`src/rtl/core/sngu_div.sv`:
```
// ----------------------------------------------------------------------------
// sngu_div
// Pipelined restoring divider, one quotient bit per stage, with side payload.
// ----------------------------------------------------------------------------
module sngu_div #(
	parameter int NW = 32,
	parameter int DW = 16,
	parameter int PW = 1
) (
	input  logic          clk,
	input  logic          arst_n,
	input  logic          en,
	input  logic          in_vld,
	input  logic [DW-1:0] rem0,
	input  logic [NW-1:0] num,
	input  logic [DW-1:0] div,
	input  logic [PW-1:0] pay,
	output logic          out_vld,
	output logic [NW-1:0] quot,
	output logic [PW-1:0] out_pay
);

	logic          vld_s [0:NW];
	logic [DW-1:0] rem_s [0:NW];
	logic [NW-1:0] num_s [0:NW];
	logic [DW-1:0] div_s [0:NW];
	logic [PW-1:0] pay_s [0:NW];

	assign vld_s[0] = in_vld;
	assign rem_s[0] = rem0;
	assign num_s[0] = num;
	assign div_s[0] = div;
	assign pay_s[0] = pay;

	for (genvar k = 0; k < NW; k++) begin : g_stage
		logic [DW:0] trial;
		logic [DW:0] diff;
		logic        ge;

		assign trial = {rem_s[k], num_s[k][NW-1]};
		assign ge    = trial >= {1'b0, div_s[k]};
		assign diff  = trial - {1'b0, div_s[k]};

		always_ff @(posedge clk or negedge arst_n) begin
			if (!arst_n) begin
				vld_s[k+1] <= 1'b0;
			end else if (en) begin
				vld_s[k+1] <= vld_s[k];
			end
		end

		always_ff @(posedge clk) begin
			if (en) begin
				rem_s[k+1] <= ge ? diff[DW-1:0] : trial[DW-1:0];
				num_s[k+1] <= {num_s[k][NW-2:0], ge};
				div_s[k+1] <= div_s[k];
				pay_s[k+1] <= pay_s[k];
			end
		end
	end

	assign out_vld = vld_s[NW];
	assign quot    = num_s[NW];
	assign out_pay = pay_s[NW];

endmodule

```
`config.mk`:
```
export PLATFORM = sky130hd
export DESIGN_NAME = sngu_div
export DESIGN_NICKNAME = d
export VERILOG_FILES = /design/src/rtl/core/sngu_div.sv
export SDC_FILE = /design/constraint.sdc
export NUM_CORES = 2
export LEC_CHECK = 0
export CAP_MARGIN = 10
export CELL_PAD_IN_SITES_DETAIL_PLACEMENT = 1
export CELL_PAD_IN_SITES_GLOBAL_PLACEMENT = 2
export CORE_ASPECT_RATIO = 1.2
export CORE_UTILIZATION = 43
export DETAILED_ROUTE_END_ITERATION = 16
export DONT_BUFFER_PORTS = 1
export PLACE_DENSITY_LB_ADDON = 0.1
export SLEW_MARGIN = 15
export SYNTH_ARGS = -nofsm -noshare
export SYNTH_HDL_FRONTEND = slang
export SYNTH_SLANG_ARGS = --single-unit
```
`constraint.sdc`:
```
create_clock -name clk -period 3.45 [get_ports clk]
set_input_delay 0.345 -clock clk [delete_from_list [all_inputs] [get_ports clk]]
set_output_delay 0.345 -clock clk [all_outputs]
set_load 0.02 [all_outputs]
```
# Word level (Yosys, flattened, before mapping)
# Cells that the tools add are included.
[classes] n_lt_le_gt_ge=32 add_sub_neg=31 n_mux=31
[ops] op="17-bit by 16-bit >= comparator with 1-bit output" count=32
[ops] op="16-bit 2-to-1 mux" count=31
[ops] op="16-bit subtractor" count=31
[word_totals] word_cells=252 input_bits=69 ff_bits=2080 output_inout_bits=34

# Depth between registers and ports, before layout
[logic_depth] ltp_word=2 mapped_depth=13 depth_no_buf=12

# Worst setup path before layout
# No wires, ideal clock.
[synth_timing] kind="register to register" start="reg div_s[225] (netlist bit)" end="reg rem_s (netlist bit g_stage[19].trial[10]), data pin" arrival_ps=3148 path_buffers=1 required_time_ps=3190 stages_incl_launch_ff=13 setup_ps=260 slack_ps=41 synth_period_minus_slack_ps=3409 cell_sequence="edfxtp_1 inv_1 ha_1 nor2b_1 o31a_1 o21ai_2 a21oi_1 or4_1 a31o_1 o211a_1 a2111oi_4 buf_6 mux2_4"
[synth_via] elab_chain_len=2 elab_cells_between_ends=3 cone_classes="add/sub: 1; order compare: 1; mux: 1"
[synth_lines] element="start: declaration" line="26" rtl="logic [DW-1:0] div_s [0:NW];"
[synth_lines] element="start signal: indexed assignment" line="56" rtl="div_s[k+1] <= div_s[k];"
[synth_lines] element="16-bit subtractor or 17-bit by 16-bit >= comparator with 1-bit output (tied branches)" line="42, 41"
[synth_lines] element="16-bit 2-to-1 mux *" line="54" rtl="rem_s[k+1] <= ge ? diff[DW-1:0] : trial[DW-1:0];"
[synth_lines] element="end signal: indexed assignment" line="54"
[synth_lines] element="end: declaration" line="24" rtl="logic [DW-1:0] rem_s [0:NW];"
# Mark *: on every way between the ends. The rest lies on a longest branch, timed or not.
# A chain may end at the register's enable or synchronous reset.

# Worst setup path in the final report
[layout_timing] start="reg div_s[225] (netlist bit)" end="reg rem_s (netlist bit g_stage[19].trial[8]), data pin"
# The elaborated chain is that of the path after synthesis.

==> qor.txt <==
status: complete, but fails checks
failing checks: setup timing
final WL: 186 mm
largest net degree at the start of global routing: 237
Worst-Skew Late Latency: 0.87 ns
Register Area: 0.0623 mm^2
Num Clock Sinks: 2080
CTS buffer count: 215
DR iter-0 viols: 2224
end of the critical path: g_stage[19].trial[8]
share of cells above drive strength 1: 14.2%
worst-path cell chain: inv_2 -> ha_4 -> nor2b_4 -> o31a_1 -> o21ai_2 -> a21oi_2 -> or4_4 -> a31o_1 -> o211a_1 -> a2111oi_4 -> buf_6 -> buf_12 -> mux2_4
Ports: 103
HP Class: in2reg
FILL cells: 20500
input/output buffers: 0
Worst path max stage delay: 0.51 ns
delay-heaviest family, CP: compound AO/OA/AOI/OAI gates
Via Count: 49900
power density over cell area: 899 mW/mm^2
critical path class: reg2reg
fin nets: 7367
RR Startpoint: div_s[225]
Die H: 509 um
die footprint: 0.216 mm^2
global-route wire length before repair: 293 mm
WP depth: 13
GRT Total Usage: 17.3%
Critical-path top delay cell: or4_4
cell count after synthesis: 6309
Max IR drop VDD: 0.000454 V
DR pass1 iterations: 5
most frequent cells in the layout: 2048 x edfxtp_1, 620 x inv_1, 511 x ha_1
min Tclk post-route: 3.50 ns
H-tree Lvls: 4
area of the multi-input gates: 0.0270 mm^2
reg-to-reg endpoint: g_stage[19].trial[8]
Worst slew margin: 14.0%
sequential fraction of the synthesis area: 67.7%
Starting Density: 43.3%
static leakage: 41.0 nW
R2R Setup Slk: -0.05 ns
Synthesis Warnings: 0
Setup crit start: div_s[225]
RSZ-0062 raised after global routing: yes
synthesized flop and latch total: 2080
chip width: 424 um
most common cell after layout, fill and taps aside: edfxtp_1
Area Growth Syn to Fin: 15.2%
number of enable flip-flop cells after synthesis: 2048
Crit Path Max Fanout: 8
Worst EP required: 4.04 ns
Mapped Area: 0.0920 mm^2
pre-CTS setup slack: -1.21 ns
number of vias per cell: 5.11
Tightest Pin Transition: 1.29 ns
Hold Slack: 0.0639 ns
ys async rst share: 1.54%
Util after Layout: 49.9%
core box area: 0.212 mm^2
CTS root buf: clkbuf_16
Setup WS post-layout: -0.0479 ns
Synth cell types: 77
R2R cell count: 13
final hold vios: 0
post-DP HPWL: 131 mm
vias in the first global route: 53300
TritonCTS clock tree: yes
antenna viol nets, final: 0
CP Launch Type: register
Rows: 185
syn_nets: 6921
Mapped Avg Cell Area: 14.6 um^2
initial antenna violation count: 14
CP Capture Type: register
post-synth top area cell: edfxtp_1
fin crit share: 101%
max-slew violation count: 0
arrival time worst endpoint: 4.09 ns
clock buffer depth: 3
DRC: 0
WP buf/inv: 3
upper clock frequency limit: 286 MHz
global route overflow: 0
ys flop type: edfxtp_1
top cell type's share of synthesized area: 66.8%
WL per Instance: 19.1 um
GPL Wtd Cong: 0.827
clock skew: 0.0487 ns
max-cap violation count: 0
Setup violations, final: 13
Clock Pin Slew Worst Setup and Hold Paths: 0.07 ns
largest cells by area after synthesis: edfxtp_1 67%, ha_1 7.0%, mux2_2 3.9%
-- sequential cells by signal, summed over array words and instances (netlist names) --
name / count
num_s: 961
quot: 32
g_stage.trial: 527
vld_s: 31
div_s: 496
pay_s: 31
out_vld: 1
out_pay: 1
-- synth_stat cells, types with 21 or more instances --
| library cell | n |
|---|---|
| a211o_1 | 22 |
| a211oi_1 | 36 |
| a21boi_0 | 24 |
| a21o_1 | 124 |
| a21oi_1 | 370 |
| a31oi_1 | 39 |
| buf_4 | 32 |
| clkbuf_1 | 56 |
| dfrtp_1 | 32 |
| edfxtp_1 | 2048 |
| fa_1 | 31 |
| ha_1 | 512 |
| inv_1 | 621 |
| mux2_2 | 316 |
| mux2i_1 | 33 |
| nand2_1 | 194 |
| nand2b_1 | 69 |
| nand3_1 | 76 |
| nand4_1 | 63 |
| nor2_1 | 391 |
| nor2b_1 | 79 |
| nor3_1 | 78 |
| nor4_1 | 31 |
| o21a_1 | 77 |
| o21ai_0 | 232 |
| o31ai_1 | 28 |
| or2_2 | 21 |
| xnor2_1 | 246 |
| xor2_1 | 136 |
-- layer usage --
layer / up-vias / part of all wire [%] / GRT usage, %
li1: 24400 / - / -
met1: 24700 / 40 / 19.6
met2: 494 / 55 / 32.9
met3: 303 / 2.6 / 2.60
met4: 2 / 2.7 / 5.42
met5: - / 0.0059 / 0
-- worst min path at each step --
stage / depth (start not counted) / startpoint / to / slack (ns)
after floorplan: 0 / arst_n / out_vld / 0.05
after global placement: 0 / arst_n / out_vld / 0.05
after detailed placement: 0 / arst_n / out_vld / 0.05
after CTS: 1 / num[4] / num_s[997] / 0.001
after global routing: 3 / rem0[15] / g_stage[1].trial[14] / 0.02
final: 3 / rem0[15] / g_stage[1].trial[14] / 0.06
-- layout make-up --
| cell class | count | share of cell area (%) |
|---|---|---|
| diodes | 10 | 0.0236 |
| clock buffers | 258 | 5.29 |
| clock inverters | 144 | 1.63 |
| inverters | 621 | 2.20 |
| multi-input cells | 3501 | 25.5 |
| flip-flops and latches | 2080 | 58.8 |
| well taps | 2805 | 3.31 |
| repair buffers | 336 | 3.30 |
-- worst reg2reg max path, delay by kind of cell (launching register included) --
family                   cells  cell delay, ns
multiplexers                 1            0.30
AND/OR/NAND/NOR              2            0.63
flip-flops                   1            0.41
AO/OA/AOI/OAI                6            1.26
adder cells (fa/ha/maj)      1            0.20
buffers and inverters        3            0.42
-- repair_timing --
action / CTS / global route
hold endpoints to repair: 178 / 0
buffers inserted: 5 / 5
pin swaps: 0 / 2
endpoints found under the setup margin: 218 / 133
hold buffers: 84 / 0
gates cloned: 2 / 0
resized for setup: 16 / 32
-- metrics by stage --
stage / total power, mW / setup TNS [ns] / cell area (um^2) / std cells
2_1_floorplan: 60.6 / 0 / 92000 / 6309
3_3_place_gp: 70.9 / -312.17 / 97400 / 9244
3_5_place_dp: 71.7 / -557.62 / 97400 / 9246
4_1_cts: 96.5 / -0.809 / 106000 / 9739
5_1_grt: 101 / -1.84 / 106000 / 9753
6_report: 95.3 / -0.473 / 106000 / 9755
-- where the power goes --
group	internal (mW)	leakage (nW)	switching [mW]	total, mW
Clock	13.7	3.52	10.0	23.7
Combinational	16.8	17.0	17.4	34.3
Sequential	34.7	20.4	2.55	37.2
Total	65.3	41.0	30.0	95.3
-- kinds of logic after synthesis --
kind of cell | Yosys count | synth area share (%)
DFF | 2080 | 67.7
AOI/OAI and AO/OA | 1133 | 7.85
and+or+nand+nor | 1088 | 5.70
buffers and inverters | 728 | 3.13
adders and majority gates | 543 | 7.64
xor gates and xnor gates | 382 | 3.64
muxes | 355 | 4.32
Power figures use the tool's default switching activity.
