<file path="src/rtl/core/sngu_sqrt.sv">
// ----------------------------------------------------------------------------
// sngu_sqrt
// Pipelined digit-by-digit integer square root, one root bit per stage.
// ----------------------------------------------------------------------------
module sngu_sqrt #(
	parameter int XW = 48,
	parameter int PW = 1,
	localparam int RW = XW / 2,
	localparam int MW = RW + 2
) (
	input  logic          clk,
	input  logic          arst_n,
	input  logic          en,
	input  logic          in_vld,
	input  logic [XW-1:0] x,
	input  logic [PW-1:0] pay,
	output logic          out_vld,
	output logic [RW-1:0] root,
	output logic [PW-1:0] out_pay
);

	logic          vld_s  [0:RW];
	logic [MW-1:0] rem_s  [0:RW];
	logic [RW-1:0] root_s [0:RW];
	logic [XW-1:0] x_s    [0:RW];
	logic [PW-1:0] pay_s  [0:RW];

	assign vld_s[0]  = in_vld;
	assign rem_s[0]  = '0;
	assign root_s[0] = '0;
	assign x_s[0]    = x;
	assign pay_s[0]  = pay;

	for (genvar k = 0; k < RW; k++) begin : g_stage
		logic [MW+1:0] cur;
		logic [MW+1:0] trial;
		logic [MW+1:0] diff;
		logic          ge;

		assign cur   = {rem_s[k], x_s[k][XW-1:XW-2]};
		assign trial = {2'b00, root_s[k], 2'b01};
		assign ge    = cur >= trial;
		assign diff  = cur - trial;

		always_ff @(posedge clk or negedge arst_n) begin
			if (!arst_n) begin
				vld_s[k+1] <= 1'b0;
			end else if (en) begin
				vld_s[k+1] <= vld_s[k];
			end
		end

		always_ff @(posedge clk) begin
			if (en) begin
				rem_s[k+1]  <= ge ? diff[MW-1:0] : cur[MW-1:0];
				root_s[k+1] <= {root_s[k][RW-2:0], ge};
				x_s[k+1]    <= {x_s[k][XW-3:0], 2'b00};
				pay_s[k+1]  <= pay_s[k];
			end
		end
	end

	assign out_vld = vld_s[RW];
	assign root    = root_s[RW];
	assign out_pay = pay_s[RW];

endmodule

</file>
<file path="config.mk">
export PLATFORM = sky130hd
export DESIGN_NAME = sngu_sqrt
export DESIGN_NICKNAME = d
export VERILOG_FILES = /design/src/rtl/core/sngu_sqrt.sv
export SDC_FILE = /design/constraint.sdc
export NUM_CORES = 2
export LEC_CHECK = 0
export BUFFER_PORTS_ARGS = -buffer_cell sky130_fd_sc_hd__buf_2
export CORE_MARGIN = 2
export CORE_UTILIZATION = 63
export CTS_BUF_LIST = sky130_fd_sc_hd__clkbuf_4 sky130_fd_sc_hd__clkbuf_8 sky130_fd_sc_hd__clkbuf_16
export CTS_CLUSTER_DIAMETER = 120
export DETAILED_ROUTE_END_ITERATION = 6
export HOLD_SLACK_MARGIN = 0.02
export PLACE_DENSITY = 0.8
export SYNTH_ARGS = -nofsm -noshare
export SYNTH_HDL_FRONTEND = slang
export SYNTH_SLANG_ARGS = --single-unit
</file>
<file path="constraint.sdc">
create_clock -name clk -period 3.8 [get_ports clk]
set_input_delay 0.19 -clock clk [delete_from_list [all_inputs] [get_ports clk]]
set_output_delay 0.19 -clock clk [all_outputs]
set_load 0.01 [all_outputs]
</file>
---- After elaboration in Yosys (flattened, before gate mapping) ----
Index checks and enable logic that the tools add are counted.
Widths: inputs -> output; s select.
word-level totals
  bits in registers ....................... 1,475
  latch bits .............................. 0
  bits in writable memories ............... 0
  ROM bits ................................ 0
  input port bits ......................... 53
  output and inout bits ................... 26
  logic and storage cells ................. 189
  memories kept ........................... 0
operators by class
  add/sub/neg operators ................... 23
  multiply operators ...................... 0
  divide/modulo/power cells ............... 0
  $lt $le $gt $ge ......................... 24
  equality and inequality tests ........... 0
  shifts and indexed selects .............. 0
  mux-type cells .......................... 23
  bitwise gates (word level) .............. 0
  reductions and logical operators ........ 0
operator list
  kind              number
  $mux 26           22
  $ge 28x10->1      1
  $ge 28x11->1      1
  $ge 28x12->1      1
  $ge 28x13->1      1
  $ge 28x14->1      1
  $ge 28x15->1      1
  $ge 28x16->1      1
  $ge 28x17->1      1
  $ge 28x18->1      1
  $ge 28x19->1      1
  $ge 28x20->1      1
  $ge 28x21->1      1
  $ge 28x22->1      1
  $ge 28x23->1      1
  $ge 28x24->1      1
  $ge 28x25->1      1
  $ge 28x3->1       1
  $ge 28x4->1       1
  $ge 28x5->1       1
  $ge 28x6->1       1
  $ge 28x7->1       1
  $ge 28x8->1       1
  $ge 28x9->1       1
  other kinds (25)  25

---- Depth between registers and ports, before layout ----
  word-level depth ........................ 2
  mapped depth ............................ 13
  depth with buffers taken out ............ 11

---- Worst setup path after synthesis ----
OpenSTA, ideal clock, no wires.
  kind .................................... reg-to-reg
  start point ............................. register rem_s, in the netlist g_stage[3].cur[6]
  end point ............................... register rem_s, in the netlist g_stage[4].cur[5], data pin
  library setup time ...................... 0.260 ns
  arrival ................................. 2.996 ns
  path slack .............................. 0.544 ns
  cell stages (with the launch flop) ...... 9
  path buffers ............................ 2
  period minus slack after synthesis ...... 3.256 ns
  cells stage by stage .................... edfxtp_1 -> or4_4 -> or3_4 -> or4_4 -> nor3_2 -> or4b_1 -> buf_2 -> buf_6 -> mux2_4
on the way
  cells in the longest elaborated chain, start to end .. 2
ends and longest elaborated chain
  what                             line  text
  start, declared                  23    logic [MW-1:0] rem_s [0:RW];
  start signal, assigned by index  55    rem_s[k+1] <= ge ? diff[MW-1:0] : cur[MW-1:0];
  $ge 28x5->1                      42    assign ge = cur >= trial;
  via g_stage[3].ge                38    logic ge;
  $mux 26                          55
The timed path passes the listed nets, and every way through them passes these cells.
A chain may end at the register's enable or synchronous reset.

---- Worst setup path in the final report ----
  start point ............................. register rem_s, in the netlist g_stage[20].cur[2]
  end point ............................... register rem_s, in the netlist g_stage[21].cur[12], data pin
on the way
  cells in the longest elaborated chain, start to end .. 2
ends and longest elaborated chain
  what                                                   line
  $sub 26x22->26 / $ge 28x22->1 (equally long branches)  43, 42
  $mux 26 *                                              55
Every way passes the cells marked *; elsewhere a longest branch is shown, timed or not.

==> results_dict.tcl <==
set metrics [dict create \
    grtUsageTotal 0.243 \
    yosys.area.top_type "edfxtp_1" \
    skew_ns 0.0401 \
    min_from "x[7]" \
    cts_resized 0 \
    crit_slowest_cell "o31ai_1" \
    worst_setup_path_end_kind "flip-flop" \
    critPathTopFamily "compound AO/OA/AOI/OAI gates" \
    clock_latency_ns 0.76 \
    ys.flop_type "edfxtp_1" \
    viasPerCell 5.90 \
    die-area_um2 110000 \
    antenna_found_initial 0 \
    post_cts_buffers 0 \
    drtIter0Drc 3480 \
    drive_gt1_frac 0.0983 \
    core_area_um2 106000 \
    busiest_layer "met2" \
    drt_wl_total_um 131000 \
    drv_cap 0 \
    p_leak_nw 29.3 \
    wl_per_cell_um 19.1 \
    num_rows 119 \
    async_flop_share 0.0164 \
    num_vias 40600 \
    boundaryPins 79 \
    worstPathMaxFanout 38 \
    rsz0062_at_grt "no" \
    grt_util_met3 0.0399 \
    root_buffer "clkbuf_16" \
    area_delta_synth_final_pct 12.0 \
    slew_headroom 0.254 \
    die_h_um 331 \
    dp_hpwl_um 87600 \
    place_ws_ns 0.347 \
    post-route-drc-count 0 \
    drtAntennaViolNets 0 \
    start_kind "flip-flop" \
    synth_top_area_share 0.641 \
    synth-seq-area-share 0.650 \
    gp_congestion 0.989 \
    hold_viol_final 0 \
    setup-tns-final_ns 0 \
    cts.sinks 1463 \
    required_ns 4.28 \
    cts_tree "yes" \
    ir_drop_v 0.000451 \
    finalSetupViolCount 0 \
    crit_type "reg2reg" \
    syn_nets 5479 \
    dr.pass1.iters 7 \
    outcome "finished clean" \
    netlist_instances 5100 \
    final_cell_mix "edfxtp_1, inv_1, ha_1" \
    hp-class "in2reg" \
    clk_pin_slew_worst_paths_ns 0.07 \
    diodes 0 \
    met1_usage 0.305 \
    cp.buffers_inverters 1 \
    fin_nets 5748 \
    period_share 0.935 \
    arrival_ns 4.04 \
    dieWidth_um 331 \
    tightestPinTransition_ns 1.12 \
    yosysUniqueCellTypes 89 \
    grt_pass1_wl_um 210000 \
    synth_area_um2 67400 \
    cts_max_level 4 \
    cts_buffers 148 \
    start_util 0.637 \
    layout_commonest_cell "edfxtp_1" \
    synth-seq-cells 1463 \
    grt_pass1_vias 40800 \
    portBuffers 78 \
    clock_path_buffers 3 \
    yosysWarningCount 0 \
    startpoint "g_stage[20].cur[2]" \
    p_per_area_nw_per_um2 574 \
    grt_max_degree 128 \
    synth_edf_count 1439 \
    slowest_delay_ns 0.65 \
    finalCriticalPeriod_ns 3.55 \
    reg2reg_from "g_stage[20].cur[2]" \
    synth.avg_cell_area_um2 13.2 \
    globalRoute.totalOverflow 0 \
    ctsHoldBuffers 54 \
    crit_path_cell_trace "ha_1 > nor2b_1 > o31a_1 > o31ai_1 > a21oi_1 > o211ai_1 > nand3_1 > buf_4 > mux2_2" \
    met2_usage 0.429 \
    max_freq_ghz 0.282 \
    fin_ws_ns 0.248 \
    final-max-slew-violation-count 0 \
    synth.top_cells.by_area "edfxtp_1, ha_1, xnor2_1" \
]
-- power breakdown --
| part | switching [mW] | total, mW | leakage, nW | internal, mW |
|---|---|---|---|---|
| Clock | 6.20 | 14.4 | 2.41 | 8.19 |
| Sequential | 1.23 | 21.4 | 14.1 | 20.2 |
| Combinational | 4.22 | 7.53 | 12.8 | 3.31 |
-- flip-flops by register name, summed over array words and instances (netlist names) --
register / flops
g_stage.cur: 609
out_vld: 1
vld_s: 23
g_stage.trial: 276
x_s: 506
out_pay: 1
root: 24
pay_s: 23
-- metal layers --
layer / part of all wire / routed length (um) / vias to the layer above
li1: - / - / 19500
met1: 0.41 / 53500 / 19700
met2: 0.51 / 67400 / 1141
met3: 0.050 / 6610 / 261
met4: 0.029 / 3800 / 0
met5: 0 / 0 / -
-- worst paths after layout --
path / cells after the start / slack, ns / to
max in group asynchronous: 3 / 2.42 / vld_s[17]
min in group asynchronous: 3 / 0.72 / vld_s[20]
hold reg to reg: 0 / 0.41 / x_s[859]
setup reg to reg: 9 / 0.25 / g_stage[21].cur[12]
hold / removal: 2 / 0.13 / x_s[1113]
setup / recovery: 9 / 0.25 / g_stage[21].cur[12]
-- synthesized netlist by cell type, types with 10 or more instances --
cell type / instances
xor2_1: 222
a211o_1: 10
nand4_1: 46
xnor2_1: 229
nor2_1: 321
a31oi_1: 28
and2_1: 23
a31o_2: 13
dfrtp_1: 24
ha_1: 326
o211ai_1: 29
nand3_1: 89
nand4b_1: 11
or4_1: 32
edfxtp_1: 1439
a21oi_1: 314
o21a_1: 73
mux2_2: 78
nor2b_1: 44
a211oi_1: 30
or3_1: 61
a21o_1: 123
nor4_1: 90
nand2_1: 295
o21ai_0: 204
inv_1: 408
or2_2: 26
clkbuf_1: 86
nand3b_1: 10
a21boi_0: 15
a2111oi_0: 10
and3_1: 21
o21bai_1: 22
nor3_1: 116
nand2b_1: 58
o31ai_1: 23
-- per-stage QoR --
stage / power [mW] / std cells / utilization / instance area [um2] / hold WS (ns)
after floorplan: 26.7 / 5100 / - / 67400 / -0.106
after global placement: 28.7 / 6556 / 0.662 / 70000 / 0.178
after detailed placement: 29.0 / 6556 / 0.662 / 70000 / 0.201
after CTS: 43.4 / 6876 / 0.714 / 75400 / 0.0872
after global routing: 45.2 / 6876 / 0.714 / 75400 / 0.105
final: 43.3 / 6876 / 0.714 / 75400 / 0.133
-- kinds of logic (layout without fill, tap and decap cells) --
family / Yosys count / in the layout / synth area share
xor+xnor: 451 / 451 / 0.0586
simple gates: 1287 / 1287 / 0.0959
compound gates: 977 / 977 / 0.0916
buf+inv: 509 / 894 / 0.0285
mux: 86 / 86 / 0.0143
flops: 1463 / 1463 / 0.650
other cells: 1 / 1 / 0.0000557
fa+ha+maj: 326 / 326 / 0.0606
-- cell type report --
| class | instances | area [um2] |
|---|---|---|
| Multi-Input combinational cell | 3128 | 21600 |
| Tap cell | 1391 | 1740 |
| Sequential cell | 1463 | 43800 |
| Inverter | 413 | 1550 |
| Clock buffer | 176 | 3950 |
| Timing Repair Buffer | 215 | 1820 |
| Clock inverter | 90 | 911 |
| Fill cell | 6748 | 30300 |
Power figures use the tool's default switching activity.
